**src/rtl/core/ramped_direction_pwm_unit_defines.svh**
```systemverilog
// Assertion helpers shared by the RTL files of the ramped direction PWM unit.
// Every use expects clk_i and rst_ni to be visible in the enclosing module.
`ifndef RAMPED_DIRECTION_PWM_UNIT_DEFINES_SVH
`define RAMPED_DIRECTION_PWM_UNIT_DEFINES_SVH

// Checks that a property holds on every clock edge outside of reset.
`define RDP_ASSERT(name, prop, msg) \
  name: assert property (@(posedge clk_i) disable iff (!rst_ni) (prop)) \
    else $error(msg);

// Checks that a condition in one cycle implies a condition in the next cycle.
`define RDP_ASSERT_NEXT(name, pre, post, msg) \
  name: assert property (@(posedge clk_i) disable iff (!rst_ni) (pre) |=> (post)) \
    else $error(msg);

`endif

```
**src/rtl/core/rdp_pkg.sv**
```systemverilog
package rdp_pkg;

  localparam int unsigned DUTY_W     = 7;
  localparam int unsigned PERIOD_W   = 20;
  localparam int unsigned STEP_W     = 7;
  localparam int unsigned CFG_IDX_W  = 2;
  localparam int unsigned CFG_DATA_W = 20;
  localparam int unsigned PROD_W     = PERIOD_W + DUTY_W;

  // Reciprocal of 100 scaled by 2^34, rounded up. It gives the exact floor
  // quotient for every product of a 20-bit period and a share of at most 100.
  localparam int unsigned RECIP_W     = 28;
  localparam int unsigned RECIP_SHIFT = 34;
  localparam logic [RECIP_W-1:0] RECIP_100 = 28'd171798692;

  localparam logic [DUTY_W-1:0]   DUTY_FULL    = 7'd100;
  localparam logic [DUTY_W-1:0]   TARGET_MAX   = 7'd99;
  localparam logic [DUTY_W-1:0]   DUTY_RESET   = 7'd80;
  localparam logic [PERIOD_W-1:0] PERIOD_RESET = 20'd80000;
  localparam logic [STEP_W-1:0]   STEP_RESET   = 7'd5;
  localparam logic                DIR_RESET    = 1'b1;

  localparam logic [CFG_IDX_W-1:0] CFG_DIRECTION = 2'd0;
  localparam logic [CFG_IDX_W-1:0] CFG_PERIOD    = 2'd1;
  localparam logic [CFG_IDX_W-1:0] CFG_STEP      = 2'd2;

  typedef enum logic {
    OP_RAMP   = 1'b0,
    OP_EXPIRE = 1'b1
  } op_e;

  typedef struct packed {
    op_e               operation;
    logic [DUTY_W-1:0] target_speed;
  } in_beat_t;

  typedef struct packed {
    logic                drive_cw;
    logic                drive_ccw;
    logic [PERIOD_W-1:0] next_interval;
    logic [DUTY_W-1:0]   duty_now;
  } out_beat_t;

  // State snapshot after an accepted beat, with the duty share to scale.
  typedef struct packed {
    op_e               op;
    logic [1:0]        pins;
    logic [DUTY_W-1:0] duty;
    logic [DUTY_W-1:0] share;
  } stage_t;

  // Product of period and share, carried with the rest of the result.
  typedef struct packed {
    op_e               op;
    logic [1:0]        pins;
    logic [DUTY_W-1:0] duty;
    logic [PROD_W-1:0] prod;
  } prod_t;

endpackage

```
**src/rtl/core/rdp_ctrl.sv**
```systemverilog
`include "ramped_direction_pwm_unit_defines.svh"

module rdp_ctrl
  import rdp_pkg::*;
(
  input  logic              clk_i,
  input  logic              rst_ni,
  input  logic              in_valid_i,
  input  in_beat_t          in_beat_i,
  output logic              in_ready_o,
  input  logic              direction_i,
  input  logic [STEP_W-1:0] ramp_step_i,
  output logic              stage_valid_o,
  output stage_t            stage_o,
  input  logic              stage_ready_i
);

  logic [DUTY_W-1:0] duty_q, duty_d;
  logic              phase_q, phase_d;
  logic [1:0]        pins_q, pins_d;
  logic              stage_valid_q, stage_valid_d;
  stage_t            stage_q, stage_d;

  logic              accept;
  logic [DUTY_W-1:0] target;
  logic [DUTY_W:0]   up_sum;
  logic [DUTY_W-1:0] down_diff;
  logic [1:0]        pin_sel;
  logic [DUTY_W-1:0] share;

  assign in_ready_o = !stage_valid_q || stage_ready_i;
  assign accept     = in_valid_i && in_ready_o;

  assign target    = (in_beat_i.target_speed > TARGET_MAX) ? TARGET_MAX
                                                           : in_beat_i.target_speed;
  assign up_sum    = {1'b0, duty_q} + {1'b0, ramp_step_i};
  assign down_diff = duty_q - ramp_step_i;
  assign pin_sel   = direction_i ? 2'b10 : 2'b01;

  always_comb begin
    duty_d  = duty_q;
    phase_d = phase_q;
    pins_d  = pins_q;
    share   = duty_q;
    if (in_beat_i.operation == OP_RAMP) begin
      if (duty_q < target) begin
        duty_d = (up_sum > {1'b0, target}) ? target : up_sum[DUTY_W-1:0];
      end else if (duty_q > target) begin
        // Stepping down never passes the target, nor wraps below zero.
        if ((ramp_step_i >= duty_q) || (down_diff < target)) begin
          duty_d = target;
        end else begin
          duty_d = down_diff;
        end
      end
    end else begin
      phase_d = !phase_q;
      if (!phase_q) begin
        pins_d = pins_q | pin_sel;
        share  = duty_q;
      end else begin
        pins_d = pins_q & ~pin_sel;
        share  = DUTY_FULL - duty_q;
      end
    end
  end

  always_comb begin
    stage_valid_d = stage_valid_q;
    stage_d       = stage_q;
    if (in_ready_o) begin
      stage_valid_d = in_valid_i;
      stage_d.op    = in_beat_i.operation;
      stage_d.pins  = pins_d;
      stage_d.duty  = duty_d;
      stage_d.share = share;
    end
  end

  always_ff @(posedge clk_i or negedge rst_ni) begin
    if (!rst_ni) begin
      duty_q        <= DUTY_RESET;
      phase_q       <= 1'b0;
      pins_q        <= 2'b00;
      stage_valid_q <= 1'b0;
    end else begin
      stage_valid_q <= stage_valid_d;
      if (accept) begin
        duty_q  <= duty_d;
        phase_q <= phase_d;
        pins_q  <= pins_d;
      end
    end
  end

  always_ff @(posedge clk_i) begin
    stage_q <= stage_d;
  end

  assign stage_valid_o = stage_valid_q;
  assign stage_o       = stage_q;

  `RDP_ASSERT(a_duty_range, duty_q <= TARGET_MAX, "duty left the range 0 to 99")
  `RDP_ASSERT_NEXT(a_ramp_keeps_pins, accept && (in_beat_i.operation == OP_RAMP), (pins_q == $past(pins_q)) && (phase_q == $past(phase_q)), "ramp beat changed pins or phase")
  `RDP_ASSERT_NEXT(a_expire_toggles, accept && (in_beat_i.operation == OP_EXPIRE), phase_q != $past(phase_q), "expiry beat did not toggle the phase")
  `RDP_ASSERT(a_share_matches, (stage_valid_q && (stage_q.op == OP_EXPIRE)) |-> ((stage_q.share == stage_q.duty) || (stage_q.share == (DUTY_FULL - stage_q.duty))), "share is neither duty nor its complement")

endmodule

```
**src/rtl/core/rdp_interval.sv**
```systemverilog
module rdp_interval
  import rdp_pkg::*;
(
  input  logic                clk_i,
  input  logic                rst_ni,
  input  logic                stage_valid_i,
  input  stage_t              stage_i,
  output logic                stage_ready_o,
  input  logic [PERIOD_W-1:0] period_i,
  output logic                res_valid_o,
  output out_beat_t           res_o,
  input  logic                res_ready_i
);

  localparam int unsigned QMUL_W = PROD_W + RECIP_W;

  logic        prod_valid_q, prod_valid_d;
  prod_t       prod_q, prod_d;
  logic        res_valid_q, res_valid_d;
  out_beat_t   res_q, res_d;
  logic        prod_ready;
  logic [QMUL_W-1:0] qmul;

  assign prod_ready    = !res_valid_q || res_ready_i;
  assign stage_ready_o = !prod_valid_q || prod_ready;

  // First step: period times the duty share.
  always_comb begin
    prod_valid_d = prod_valid_q;
    prod_d       = prod_q;
    if (stage_ready_o) begin
      prod_valid_d = stage_valid_i;
      prod_d.op    = stage_i.op;
      prod_d.pins  = stage_i.pins;
      prod_d.duty  = stage_i.duty;
      prod_d.prod  = {{DUTY_W{1'b0}}, period_i} * {{PERIOD_W{1'b0}}, stage_i.share};
    end
  end

  // Second step: divide by 100 through the scaled reciprocal.
  assign qmul = {{RECIP_W{1'b0}}, prod_q.prod} * {{PROD_W{1'b0}}, RECIP_100};

  always_comb begin
    res_valid_d = res_valid_q;
    res_d       = res_q;
    if (prod_ready) begin
      res_valid_d       = prod_valid_q;
      res_d.drive_cw    = prod_q.pins[0];
      res_d.drive_ccw   = prod_q.pins[1];
      res_d.duty_now    = prod_q.duty;
      res_d.next_interval = (prod_q.op == OP_EXPIRE) ? qmul[RECIP_SHIFT +: PERIOD_W]
                                                     : '0;
    end
  end

  always_ff @(posedge clk_i or negedge rst_ni) begin
    if (!rst_ni) begin
      prod_valid_q <= 1'b0;
      res_valid_q  <= 1'b0;
    end else begin
      prod_valid_q <= prod_valid_d;
      res_valid_q  <= res_valid_d;
    end
  end

  always_ff @(posedge clk_i) begin
    prod_q <= prod_d;
    res_q  <= res_d;
  end

  assign res_valid_o = res_valid_q;
  assign res_o       = res_q;

endmodule

```
**src/rtl/core/rdp_skid.sv**
```systemverilog
module rdp_skid
  import rdp_pkg::*;
(
  input  logic      clk_i,
  input  logic      rst_ni,
  input  logic      in_valid_i,
  input  out_beat_t in_beat_i,
  output logic      in_ready_o,
  output logic      out_valid_o,
  output out_beat_t out_beat_o,
  input  logic      out_stall_i
);

  logic      out_valid_q, out_valid_d;
  out_beat_t out_q, out_d;
  logic      skid_valid_q, skid_valid_d;
  out_beat_t skid_q, skid_d;

  // The upstream ready comes straight from a register.
  assign in_ready_o = !skid_valid_q;

  always_comb begin
    out_valid_d  = out_valid_q;
    out_d        = out_q;
    skid_valid_d = skid_valid_q;
    skid_d       = skid_q;
    if (out_valid_q && out_stall_i) begin
      if (in_valid_i && in_ready_o) begin
        skid_valid_d = 1'b1;
        skid_d       = in_beat_i;
      end
    end else if (skid_valid_q) begin
      out_valid_d  = 1'b1;
      out_d        = skid_q;
      skid_valid_d = 1'b0;
    end else begin
      out_valid_d = in_valid_i;
      out_d       = in_beat_i;
    end
  end

  always_ff @(posedge clk_i or negedge rst_ni) begin
    if (!rst_ni) begin
      out_valid_q  <= 1'b0;
      skid_valid_q <= 1'b0;
    end else begin
      out_valid_q  <= out_valid_d;
      skid_valid_q <= skid_valid_d;
    end
  end

  always_ff @(posedge clk_i) begin
    out_q  <= out_d;
    skid_q <= skid_d;
  end

  assign out_valid_o = out_valid_q;
  assign out_beat_o  = out_q;

endmodule

```
**src/rtl/core/ramped_direction_pwm_unit.sv**
```systemverilog
// Ramped direction PWM unit. Each input beat is either a ramp request, which
// moves the duty cycle (in percent) by at most ramp_step toward target_speed
// and never past it, or a timer expiry, which toggles the PWM phase, raises or
// lowers the bridge pin that direction selects, and reports the timer reload
// for the phase just entered (period_cycles * duty / 100 for the high phase,
// period_cycles * (100 - duty) / 100 for the low phase, truncated). Every
// input beat yields exactly one output beat. The unit takes one beat per
// clock cycle while the input is not stalled, and the result of a beat
// passes these steps in order: the duty, phase and pin state update in the
// cycle a beat is accepted, the period multiply and the divide by 100 (a
// reciprocal multiply) each take one registered stage, and an output
// register with a one-entry skid buffer follows. Configuration writes are
// meant for idle periods, when no beat is in flight.
module ramped_direction_pwm_unit
  import rdp_pkg::*;
(
  input  logic                  clk_i,
  input  logic                  rst_ni,
  input  logic                  in_valid_i,
  output logic                  in_stall_o,
  input  in_beat_t              in_beat_i,
  output logic                  out_valid_o,
  input  logic                  out_stall_i,
  output out_beat_t             out_beat_o,
  input  logic                  cfg_we_i,
  input  logic [CFG_IDX_W-1:0]  cfg_index_i,
  input  logic [CFG_DATA_W-1:0] cfg_wdata_i
);

  logic                direction_q;
  logic [PERIOD_W-1:0] period_q;
  logic [STEP_W-1:0]   step_q;

  logic      in_ready;
  logic      stage_valid;
  stage_t    stage;
  logic      stage_ready;
  logic      res_valid;
  out_beat_t res;
  logic      res_ready;

  // Configuration registers. Writes to an index past the list are ignored.
  always_ff @(posedge clk_i or negedge rst_ni) begin
    if (!rst_ni) begin
      direction_q <= DIR_RESET;
      period_q    <= PERIOD_RESET;
      step_q      <= STEP_RESET;
    end else if (cfg_we_i) begin
      case (cfg_index_i)
        CFG_DIRECTION: direction_q <= cfg_wdata_i[0];
        CFG_PERIOD:    period_q    <= cfg_wdata_i[PERIOD_W-1:0];
        CFG_STEP:      step_q      <= cfg_wdata_i[STEP_W-1:0];
        default: begin
        end
      endcase
    end
  end

  // Duty slewing, phase toggling and pin drive happen at acceptance.
  rdp_ctrl u_ctrl (
    .clk_i         (clk_i),
    .rst_ni        (rst_ni),
    .in_valid_i    (in_valid_i),
    .in_beat_i     (in_beat_i),
    .in_ready_o    (in_ready),
    .direction_i   (direction_q),
    .ramp_step_i   (step_q),
    .stage_valid_o (stage_valid),
    .stage_o       (stage),
    .stage_ready_i (stage_ready)
  );

  // The interval for the phase just entered is scaled over two stages.
  rdp_interval u_interval (
    .clk_i         (clk_i),
    .rst_ni        (rst_ni),
    .stage_valid_i (stage_valid),
    .stage_i       (stage),
    .stage_ready_o (stage_ready),
    .period_i      (period_q),
    .res_valid_o   (res_valid),
    .res_o         (res),
    .res_ready_i   (res_ready)
  );

  // The output register and skid entry decouple the two handshakes.
  rdp_skid u_skid (
    .clk_i       (clk_i),
    .rst_ni      (rst_ni),
    .in_valid_i  (res_valid),
    .in_beat_i   (res),
    .in_ready_o  (res_ready),
    .out_valid_o (out_valid_o),
    .out_beat_o  (out_beat_o),
    .out_stall_i (out_stall_i)
  );

  assign in_stall_o = !in_ready;

endmodule
```
**config.mk**
```make
export PLATFORM = sky130hd
export DESIGN_NAME = ramped_direction_pwm_unit
export DESIGN_NICKNAME = d
export VERILOG_FILES = /design/src/rtl/core/rdp_pkg.sv /design/src/rtl/core/rdp_ctrl.sv /design/src/rtl/core/rdp_interval.sv /design/src/rtl/core/rdp_skid.sv /design/src/rtl/core/ramped_direction_pwm_unit.sv
export VERILOG_INCLUDE_DIRS = /design/src /design/src/rtl/core
export SDC_FILE = /design/constraint.sdc
export NUM_CORES = 1
export LEC_CHECK = 0
export ABC_AREA = 1
export ABC_CLOCK_PERIOD_IN_PS = 12450
export BUFFER_PORTS_ARGS = -buffer_cell sky130_fd_sc_hd__buf_4
export CORE_UTILIZATION = 40
export CTS_CLUSTER_DIAMETER = 80
export DETAILED_ROUTE_END_ITERATION = 12
export HOLD_SLACK_MARGIN = 0.08
export PLACE_DENSITY = 0.54
export SLEW_MARGIN = 25
export SYNTH_ARGS = -nofsm -noshare
export SYNTH_HDL_FRONTEND = slang
export SYNTH_SLANG_ARGS = --single-unit
```
**constraint.sdc**
```tcl
create_clock -name clk_i -period 12.45 [get_ports clk_i]
set_input_delay 1.245 -clock clk_i [delete_from_list [all_inputs] [get_ports clk_i]]
set_output_delay 1.245 -clock clk_i [all_outputs]
set_load 0.005 [all_outputs]
```
* Word-level counts from Yosys, hierarchy flattened *
Index checks and enable logic that the tools add are counted.

storage, ports and cells
  flip-flop bits (word level) = 184
  bits in latches = 0
  RAM bits = 0
  bits in read-only memories = 0
  output and inout port bits = 31
  word-level logic and storage cells = 82
  memories = 0

operators by class
  add/sub/neg operators = 3
  multipliers = 2
  divide/modulo/power cells = 0
  magnitude comparators = 6
  equality and inequality tests = 3
  shift operators = 0
  mux-type cells = 15
  bitwise logic cells = 3
  reduce and logical (&&, ||, !) cells = 19

operators with widths
  kind                                                                   number
  7-bit 2-to-1 mux                                                       8
  27-bit by 26-bit multiplier with 52-bit output, second input constant  1
  29-bit 2-to-1 mux                                                      1
  20-bit by 7-bit multiplier with 27-bit output                          1
  7-bit < comparator                                                     2
  2-bit AND reduction                                                    5
  7-bit by 7-bit adder with 8-bit output                                 1
  8-bit by 7-bit > comparator with 1-bit output                          1
  7-bit greater-or-equal comparator                                      1
  7-bit > comparator                                                     1
  7-bit > comparator, second input constant                              1
  7-bit subtractor                                                       1
  7-bit subtractor, first input constant                                 1
  1-bit logical NOT                                                      6
  2-bit 2-to-1 mux                                                       3
  1-bit logical OR                                                       4
  1-bit logical AND                                                      3
  1-bit 2-to-1 mux                                                       3
  2-bit AND                                                              1
  2-bit by 1-bit equality test with 1-bit output, second input constant  1
  2-bit equality test, second input constant                             1
  2-bit logical NOT                                                      1
  2-bit != test, second input constant                                   1
  2-bit inverter                                                         1
  2-bit bitwise OR                                                       1

* Logic depth before layout (Yosys ltp) *
Gate-level depths: netlist of the first run.

  word-level depth = 8
  gate-level depth with buffers = 27
  gate-level depth less buffers = 27

* Hierarchy *
A second synthesis of the first run with hierarchy kept.

second synthesis, totals
  cell total of the unflattened synthesis = 2,909
  area, all modules = 25,675.9 um2

modules (own cells, without submodules)
  module                     instances  cells an instance  area an instance (um2)  sequential area each (um2)
  rdp_interval               1          2,233              19,387.3                2,031.9
  rdp_ctrl                   1          387                2,846.5                 788.3
  rdp_skid                   1          160                2,177.1                 1,791.7
  ramped_direction_pwm_unit  1          129                1,265.0                 710.7

* Worst setup path after synthesis of the first run *
OpenSTA, ideal clock, no wires.

  kind = register to register
  from = register u_interval.prod_q[18] (netlist name)
  to = register u_interval.res_q, in the netlist u_interval.res_o[16], data pin
  library setup time = 250 ps
  arrival = 5,268 ps
  data required time = 12,200 ps
  setup slack = 6,932 ps
  cell stages (with the launch flop) = 26
  path buffers = 0
  period minus slack after synthesis = 5,518 ps
  path through = edfxtp_1 -> ha_1 -> fa_1 -> inv_1 -> fa_1 -> inv_1 -> fa_1 -> fa_1 -> fa_1 -> inv_1 -> fa_1 -> inv_1 -> ha_1 -> nand2_1 -> nor2_1 -> inv_2 -> nor3_1 -> inv_1 -> nor4_2 -> nand2_1 -> nand2_1 -> nand2_1 -> nand2_1 -> nand2_1 -> clkinv_1 -> nor2_1

between the ends
  word-level cells in the longest chain between the ends = 1

RTL lines
  item                                            line                source
  from (decl)                                     rdp_interval.sv:18  prod_t prod_q, prod_d;
  from (signal assigned)                          rdp_interval.sv:67  prod_q <= prod_d;
  27-bit by 26-bit multiplier with 52-bit output  rdp_interval.sv:41  assign qmul = {{RECIP_W{1'b0}}, prod_q.prod} * {{PROD_W{1'b0}}, RECIP_100};
  to (signal assigned)                            rdp_interval.sv:68  res_q <= res_d;
  to (decl)                                       rdp_interval.sv:20  out_beat_t res_q, res_d;

Every way passes these cells.
A chain may end at the register's enable or synchronous reset.

* Final worst setup path of the first run *
  from = register u_interval.prod_q[10] (netlist name)
  to = register u_interval.res_q, in the netlist u_interval.res_o[26], data pin

Same word-level chain as after synthesis.

==> impl_metrics.env, run 1 <==
export IMPL_track_usage_pct=21.9
export IMPL_start_util_pct=40.6
export IMPL_register_area_um2=5320
export IMPL_reg2reg_setup_slack_ps=5890
export IMPL_die_w_um=250
export IMPL_rsz0062_at_grt="no"
export IMPL_seq_area_frac_synth_pct=21.7
export IMPL_dp_worst_setup_slack_ps=5920
export IMPL_fillers=5834
export IMPL_cts_root_buffer="clkbuf_16"
export IMPL_setup_slack_ps=5890
export IMPL_cts_buffers=17
export IMPL_routedWlPerCell_um=18.7
export IMPL_vias=17200
export IMPL_rows=90
export IMPL_cts_buffer_depth=2
export IMPL_hp_start="u_ctrl.stage_o[16]"
export IMPL_clock_sinks=184
export IMPL_tightest_slew_ps=897
export IMPL_synthTopCellsByArea="fa_1 (28%), ha_1 (19%), edfxtp_1 (17%), inv_1 (9.0%), nand2_1 (6.6%)"
export IMPL_die_area_um2=62400
export IMPL_arrival_ps=6810
export IMPL_worstReg2RegStart="u_interval.prod_q[10]"
export IMPL_synthCells=2601
export IMPL_final_hold_violation_count=0
export IMPL_relSlewSlack_pct=40.2
export IMPL_period_needed_ps=6560
export IMPL_cts_hold_buf=0
export IMPL_cts_resized=0
export IMPL_ys_seq_elements=184
export IMPL_syn_area_per_cell_um2=9.44
export IMPL_synth_edff_count=141
export IMPL_synth_main_ff_cell="edfxtp_1"
export IMPL_drive_above_1_share_pct=7.12
export IMPL_antenna_cells_inserted=0
export IMPL_yosys_warnings=0
export IMPL_dpl_hpwl_um=55500
export IMPL_holdPathStages=0
export IMPL_synth_top_area_cell="fa_1"
export IMPL_fin_worst_skew_ps=25.5
export IMPL_slew_violations=0
export IMPL_wl_um=64400
export IMPL_path_clk_slew_ps=80
export IMPL_setup_viol=0
export IMPL_cts_setup_buffers=0
export IMPL_insertion_delay_ps=510
export IMPL_period_share_pct=52.7
export IMPL_coreArea_um2=60500
export IMPL_setup_tns_final_ps=0
export IMPL_yosysTopAreaCellShare_pct=27.6
export IMPL_numPortBuffers=65
export IMPL_grt_pass1_vias=18800
export IMPL_whs_endpoint="u_interval.prod_q[36]"
export IMPL_grt_pass1_wl_um=105000
export IMPL_cts_tree="yes"
export IMPL_h_tree_depth=4
export IMPL_r2r_end="u_interval.res_o[26]"
export IMPL_synth_cell_type_count=52
export IMPL_syn_nets=3354
export IMPL_synthesis_area_um2=24600
export IMPL_syn_to_final_growth_pct=7.78
export IMPL_rr_worst_depth=21
export IMPL_start_kind="flip-flop"
export IMPL_drc=0
export IMPL_antenna_left=0
export IMPL_worstSetupEndpointType="flip-flop"
export IMPL_die_height_um=250
export IMPL_required_ps=12700
export IMPL_crit_fanout=9
export IMPL_fin_nets=3394
export IMPL_run_status="finished clean"
export IMPL_dr_pass1_iters=5
export IMPL_max_freq_mhz=153
export IMPL_cap_violations=0
export IMPL_grt_ovfl_total=0
export IMPL_initialDrtViolationCount=843
export IMPL_ys_async_sr_fraction_pct=23.4
export IMPL_routed_via_density=5.02
export IMPL_worstHoldPathType="reg2reg"
export IMPL_io_pins=66
export IMPL_multi_input_area_um2=16700
export IMPL_critical_path_class="reg2reg"
export IMPL_gp_congestion=0.964
export IMPL_grt_max_degree=44
export IMPL_antenna_found_initial=0
[cells in the final DEF (no fill, tap or decap), types with 3 or more instances in the layout]
| master | n |
|---|---|
| nor2_1 | 129 |
| nand3b_1 | 5 |
| clkinv_1 | 4 |
| nor3_1 | 13 |
| o21ai_0 | 71 |
| o2111ai_1 | 3 |
| nand2_1 | 430 |
| mux2_2 | 42 |
| xor2_1 | 29 |
| o21bai_1 | 14 |
| a21o_1 | 8 |
| clkbuf_16 | 17 |
| a21oi_1 | 125 |
| fa_1 | 339 |
| o211ai_1 | 4 |
| nor4_1 | 5 |
| inv_1 | 587 |
| buf_4 | 71 |
| dfstp_2 | 10 |
| edfxtp_1 | 141 |
| a211oi_1 | 4 |
| a31oi_1 | 8 |
| nand4_1 | 17 |
| inv_8 | 3 |
| inv_6 | 3 |
| o21ai_1 | 16 |
| clkinv_8 | 5 |
| nor2_2 | 7 |
| nand3_1 | 67 |
| dfrtp_1 | 33 |
| a21boi_0 | 3 |
| o21a_1 | 8 |
| inv_2 | 14 |
| ha_1 | 379 |
| xnor2_1 | 15 |
| nand2_2 | 4 |
[worst max path at each step]
stage	startpoint	endpoint	slack, ps	cells after the start
final	u_interval.prod_q[10]	u_interval.res_o[26]	5890	21
after global routing	u_interval.prod_q[10]	u_interval.res_o[21]	5540	22
after CTS	u_interval.prod_q[10]	u_interval.res_o[26]	5880	21
after detailed placement	u_interval.prod_q[10]	u_interval.res_o[26]	5920	21
after global placement	u_interval.prod_q[10]	u_interval.res_o[26]	5850	21
after floorplan	u_interval.prod_q[18]	u_interval.res_o[16]	6930	25
[cells by family (layout without fill, tap and decap cells)]
group,Yosys count,in the layout,synth area share [%]
fa+ha+maj,718,718,47.0
simple gates,685,685,11.4
buf+inv,655,708,10.1
compound gates,273,273,6.29
flops,184,184,21.7
xor+xnor,44,44,1.57
mux,42,42,1.93
[worst max-delay path, stage by stage, from the launching register on]
cell	delay [ps]
edfxtp_1	640
ha_1	590
fa_1	530
fa_1	530
inv_1	60
fa_1	550
inv_1	100
fa_1	450
fa_1	490
inv_1	50
fa_1	530
inv_1	60
ha_1	300
a21oi_1	280
o21ai_0	220
a21oi_1	170
o21ai_1	70
a21oi_1	330
o21a_1	190
nand2_1	50
nand2_1	70
nor2_1	50
[state kept, by name (all words and copies together) (netlist names), 2 cells and up]
signal,flops
step_q,7
period_q,20
u_interval.prod_q,37
u_ctrl.pins_q,2
u_interval.res_o,29
u_skid.skid_q,29
u_skid.out_beat_o,29
u_ctrl.stage_o,17
u_ctrl.duty_q,7
[synthesized netlist by cell type (4+ instances only)]
master,instances
inv_1,587
nand2_1,430
ha_1,379
fa_1,339
edfxtp_1,141
nor2_1,129
a21oi_1,125
o21ai_0,71
nand3_1,67
mux2_2,42
clkbuf_1,33
dfrtp_1,33
xor2_1,29
nand4_1,17
o21ai_1,16
xnor2_1,15
inv_2,14
o21bai_1,14
nor3_1,13
dfstp_2,10
a21o_1,8
a31oi_1,8
o21a_1,8
clkbuf_2,7
nor2_2,7
nand3b_1,5
nor4_1,5
a211oi_1,4
buf_2,4
clkinv_1,4
nand2_2,4
o211ai_1,4
[metal layers]
layer	track usage (%)	part of all wire (%)	vias up
met5	0	0	-
li1	-	-	8282
met2	37.4	49	332
met1	29.0	46	8561
met3	3.17	3.7	57
met4	5.40	1.9	0
[final cells by class]
class / instances / share of cell area (%)
inverters: 605 / 8.58
repair buffers: 71 / 2.01
multi-input cells: 1762 / 63.3
well taps: 782 / 3.70
clock buffers: 17 / 1.61
flip-flops and latches: 184 / 20.1
clock inverters: 15 / 0.714
[metrics by stage]
stage / cell area [µm²] / std cells / util (%) / hold WS, ps
2_1_floorplan: 24600 / 2601 / - / 400
3_3_place_gp: 25900 / 3404 / 42.7 / 403
3_5_place_dp: 25900 / 3404 / 42.7 / 405
4_1_cts: 26500 / 3436 / 43.8 / 414
5_1_grt: 26500 / 3436 / 43.8 / 419
6_report: 26500 / 3436 / 43.8 / 419
Power of run 1 is left out: the tool's default activity adds up to more than one toggle a clock period on the data nets, which glitch-free logic cannot reach.
==> run 2, diff against run 1 <==
--- a/config.mk
+++ b/config.mk
@@ -6,14 +6,14 @@
 export SDC_FILE = /design/constraint.sdc
 export NUM_CORES = 1
 export LEC_CHECK = 0
-export ABC_AREA = 1
-export ABC_CLOCK_PERIOD_IN_PS = 12450
+export ABC_AREA = 0
+export ABC_CLOCK_PERIOD_IN_PS = 5500
 export BUFFER_PORTS_ARGS = -buffer_cell sky130_fd_sc_hd__buf_4
 export CORE_UTILIZATION = 40
 export CTS_CLUSTER_DIAMETER = 80
 export DETAILED_ROUTE_END_ITERATION = 12
 export HOLD_SLACK_MARGIN = 0.08
-export PLACE_DENSITY = 0.54
+export PLACE_DENSITY = 0.56
 export SLEW_MARGIN = 25
 export SYNTH_ARGS = -nofsm -noshare
 export SYNTH_HDL_FRONTEND = slang
==> constraint.sdc (replaced) <==
create_clock -name clk_i -period 5.5 [get_ports clk_i]
set_input_delay 0.55 -clock clk_i [delete_from_list [all_inputs] [get_ports clk_i]]
set_output_delay 0.55 -clock clk_i [all_outputs]
set_load 0.005 [all_outputs]
==> run 2 against run 1 <==
Effect of this change:
- the run now ends with negative setup slack left
- critical path depth rose by 1
- highest routed layer unchanged
- largest cell class unchanged
- sequential share of layout area fell by 1.3 points
- die area down 3.8%
- synthesized cell count fell by 16%
- cell count is 4.4% lower
- worst setup slack got worse by 6600 ps
- maximum frequency rose by 6.3%
- register-to-register slack got worse by 6600 ps
- hold slack got worse by 120 ps
- utilization is 5.0 points higher
==> impl_metrics.env, run 2 <==
export IMPL_run_status="complete, but fails checks"
export IMPL_failed_checks="negative setup slack"
export IMPL_final_hold_violation_count=0
export IMPL_routed_via_density=5.08
export IMPL_slew_violations=0
export IMPL_die_w_um=245
export IMPL_relSlewSlack_pct=36.2
export IMPL_drc=0
export IMPL_cts_buffers=17
export IMPL_clock_sinks=184
export IMPL_numPortBuffers=65
export IMPL_start_util_pct=40.7
export IMPL_path_clk_slew_ps=90
export IMPL_max_freq_mhz=162
export IMPL_synthesis_area_um2=23600
export IMPL_routedWlPerCell_um=18.9
export IMPL_start_kind="flip-flop"
export IMPL_rsz0062_at_grt="yes"
export IMPL_arrival_ps=6400
export IMPL_h_tree_depth=4
export IMPL_cap_violations=0
export IMPL_rows=88
export IMPL_yosys_warnings=0
export IMPL_crit_fanout=8
export IMPL_seq_area_frac_synth_pct=22.5
export IMPL_grt_max_degree=44
export IMPL_worstSetupEndpointType="flip-flop"
export IMPL_final_common_cell="inv_1"
export IMPL_critical_path_class="reg2reg"
export IMPL_initialDrtViolationCount=802
export IMPL_insertion_delay_ps=490
export IMPL_fillers=5273
export IMPL_dpl_hpwl_um=53200
export IMPL_period_needed_ps=6170
export IMPL_yosysTopAreaCellShare_pct=28.7
export IMPL_fin_worst_skew_ps=27.7
export IMPL_ys_seq_elements=184
export IMPL_io_pins=66
export IMPL_synth_cell_type_count=70
export IMPL_ys_top_cells_by_count="inv_1 (471), ha_1 (379), fa_1 (339), nand2_1 (174), edfxtp_1 (141)"
export IMPL_wl_um=62000
export IMPL_ys_async_sr_fraction_pct=23.4
export IMPL_synth_top_area_cell="fa_1"
export IMPL_synthCells=2188
export IMPL_vias=16700
export IMPL_largest_reg_flops=37
export IMPL_fin_nets=3259
export IMPL_grt_pass1_wl_um=101000
export IMPL_syn_area_per_cell_um2=10.8
export IMPL_largest_register="u_interval.prod_q"
export IMPL_coreArea_um2=58000
export IMPL_syn_nets=2941
export IMPL_synth_main_ff_cell="edfxtp_1"
export IMPL_gp_congestion=0.937
export IMPL_period_share_pct=112
export IMPL_tightest_slew_ps=954
export IMPL_final_cell_mix="inv_1 (462), ha_1 (353), fa_1 (329), buf_4 (310), nand2_1 (171)"
export IMPL_antenna_cells_inserted=0
export IMPL_dp_cells=3207
export IMPL_cts_buffer_depth=2
export IMPL_setup_slack_ps=-666
export IMPL_cts_root_buffer="clkbuf_16"
export IMPL_track_usage_pct=21.8
export IMPL_grt_pass1_vias=18400
export IMPL_antenna_left=0
export IMPL_cts_tree="yes"
export IMPL_grt_ovfl_total=0
export IMPL_die_height_um=245
export IMPL_whs_ps=299
export IMPL_die_area_um2=60000
export IMPL_instances_no_fill=3284
export IMPL_required_ps=5730
export IMPL_drive_above_1_share_pct=21.2
export IMPL_worstHoldPathType="in2reg"
export IMPL_antenna_found_initial=0
export IMPL_setup_viol=20
export IMPL_dr_pass1_iters=5
export IMPL_syn_to_final_growth_pct=19.8
export IMPL_synth_edff_count=141
export IMPL_synthTopCellsByArea="fa_1 (29%), ha_1 (20%), edfxtp_1 (18%), inv_1 (7.5%), dfrtp_1 (3.5%)"
export IMPL_post_synth_top_count_cell="inv_1"
==> run 2: critical path, stage by stage, from the launching register on <==
cell      delay, ps
edfxtp_1        390
buf_8           160
buf_4           140
ha_4            210
fa_2            390
fa_1            540
inv_1            50
fa_1            540
inv_1            50
fa_1            450
fa_1            490
inv_1            50
fa_1            540
inv_2            60
ha_4            280
nand3_2          70
or4_4           540
o211ai_1        200
buf_4           160
o31ai_4         100
nand3b_1        200
nor3b_2         220
nor4b_2          70
==> run 2: cell type report <==
cell class | instances | area [µm²] | share of cell area [%]
clock buffer | 18 | 429 | 1.52
clock inverter | 14 | 174 | 0.614
inverter | 471 | 1770 | 6.25
multi-input combinational | 1499 | 17000 | 60.2
sequential | 184 | 5320 | 18.8
tap | 765 | 957 | 3.38
timing repair buffer | 333 | 2610 | 9.21
==> run 2: worst paths after layout <==
path,from,end,slack (ps),cells past startpoint
min in group asynchronous,rst_ni,step_q[6],600,2
max reg2reg,u_interval.prod_q[11],u_interval.res_o[21],-670,22
min reg2reg,u_ctrl.stage_o[7],u_interval.prod_q[27],420,0
max in group asynchronous,rst_ni,period_q[4],4490,2
max,u_interval.prod_q[11],u_interval.res_o[21],-670,22
min,cfg_wdata_i[9],period_q[9],300,2
==> run 2: through the flow <==
step	util [%]	worst slack [ps]	TNS, ps	cell area [µm²]
detailed placement	46.2	-837	-13800	26800
global route	48.8	-865	-15720	28300
floorplan	-	-409	-4620	23800
finish	48.8	-666	-11320	28300
global placement	46.2	-726	-12660	26800
CTS	48.1	-624	-10750	27900
==> run 2: kinds of logic after synthesis <==
family	share of synthesized area (%)
buffers and inverters	8.04
flip-flops	22.5
AO/OA/AOI/OAI	7.49
AND/OR/NAND/NOR	8.06
multiplexers	3.29
adder cells (fa/ha/maj)	48.8
XOR/XNOR	1.78
==> run 2: repair_timing <==
item	in CTS	in global routing
gates resized for setup	64	44
setup buffers	26	18
hold buffers	1	0
setup endpoints to repair	20	25
gates cloned	0	0
endpoints found under the hold margin	33	0
pin swaps	39	27
==> run 2: metal layers <==
layer / vias up / global-route usage [%] / wire [µm]
li1: 7852 / - / -
met1: 8412 / 28.7 / 27500
met2: 377 / 37.9 / 30700
met3: 57 / 3.11 / 2790
met4: 0 / 4.82 / 1040
met5: - / 0 / 0
Power of run 2 is left out for the same reason.
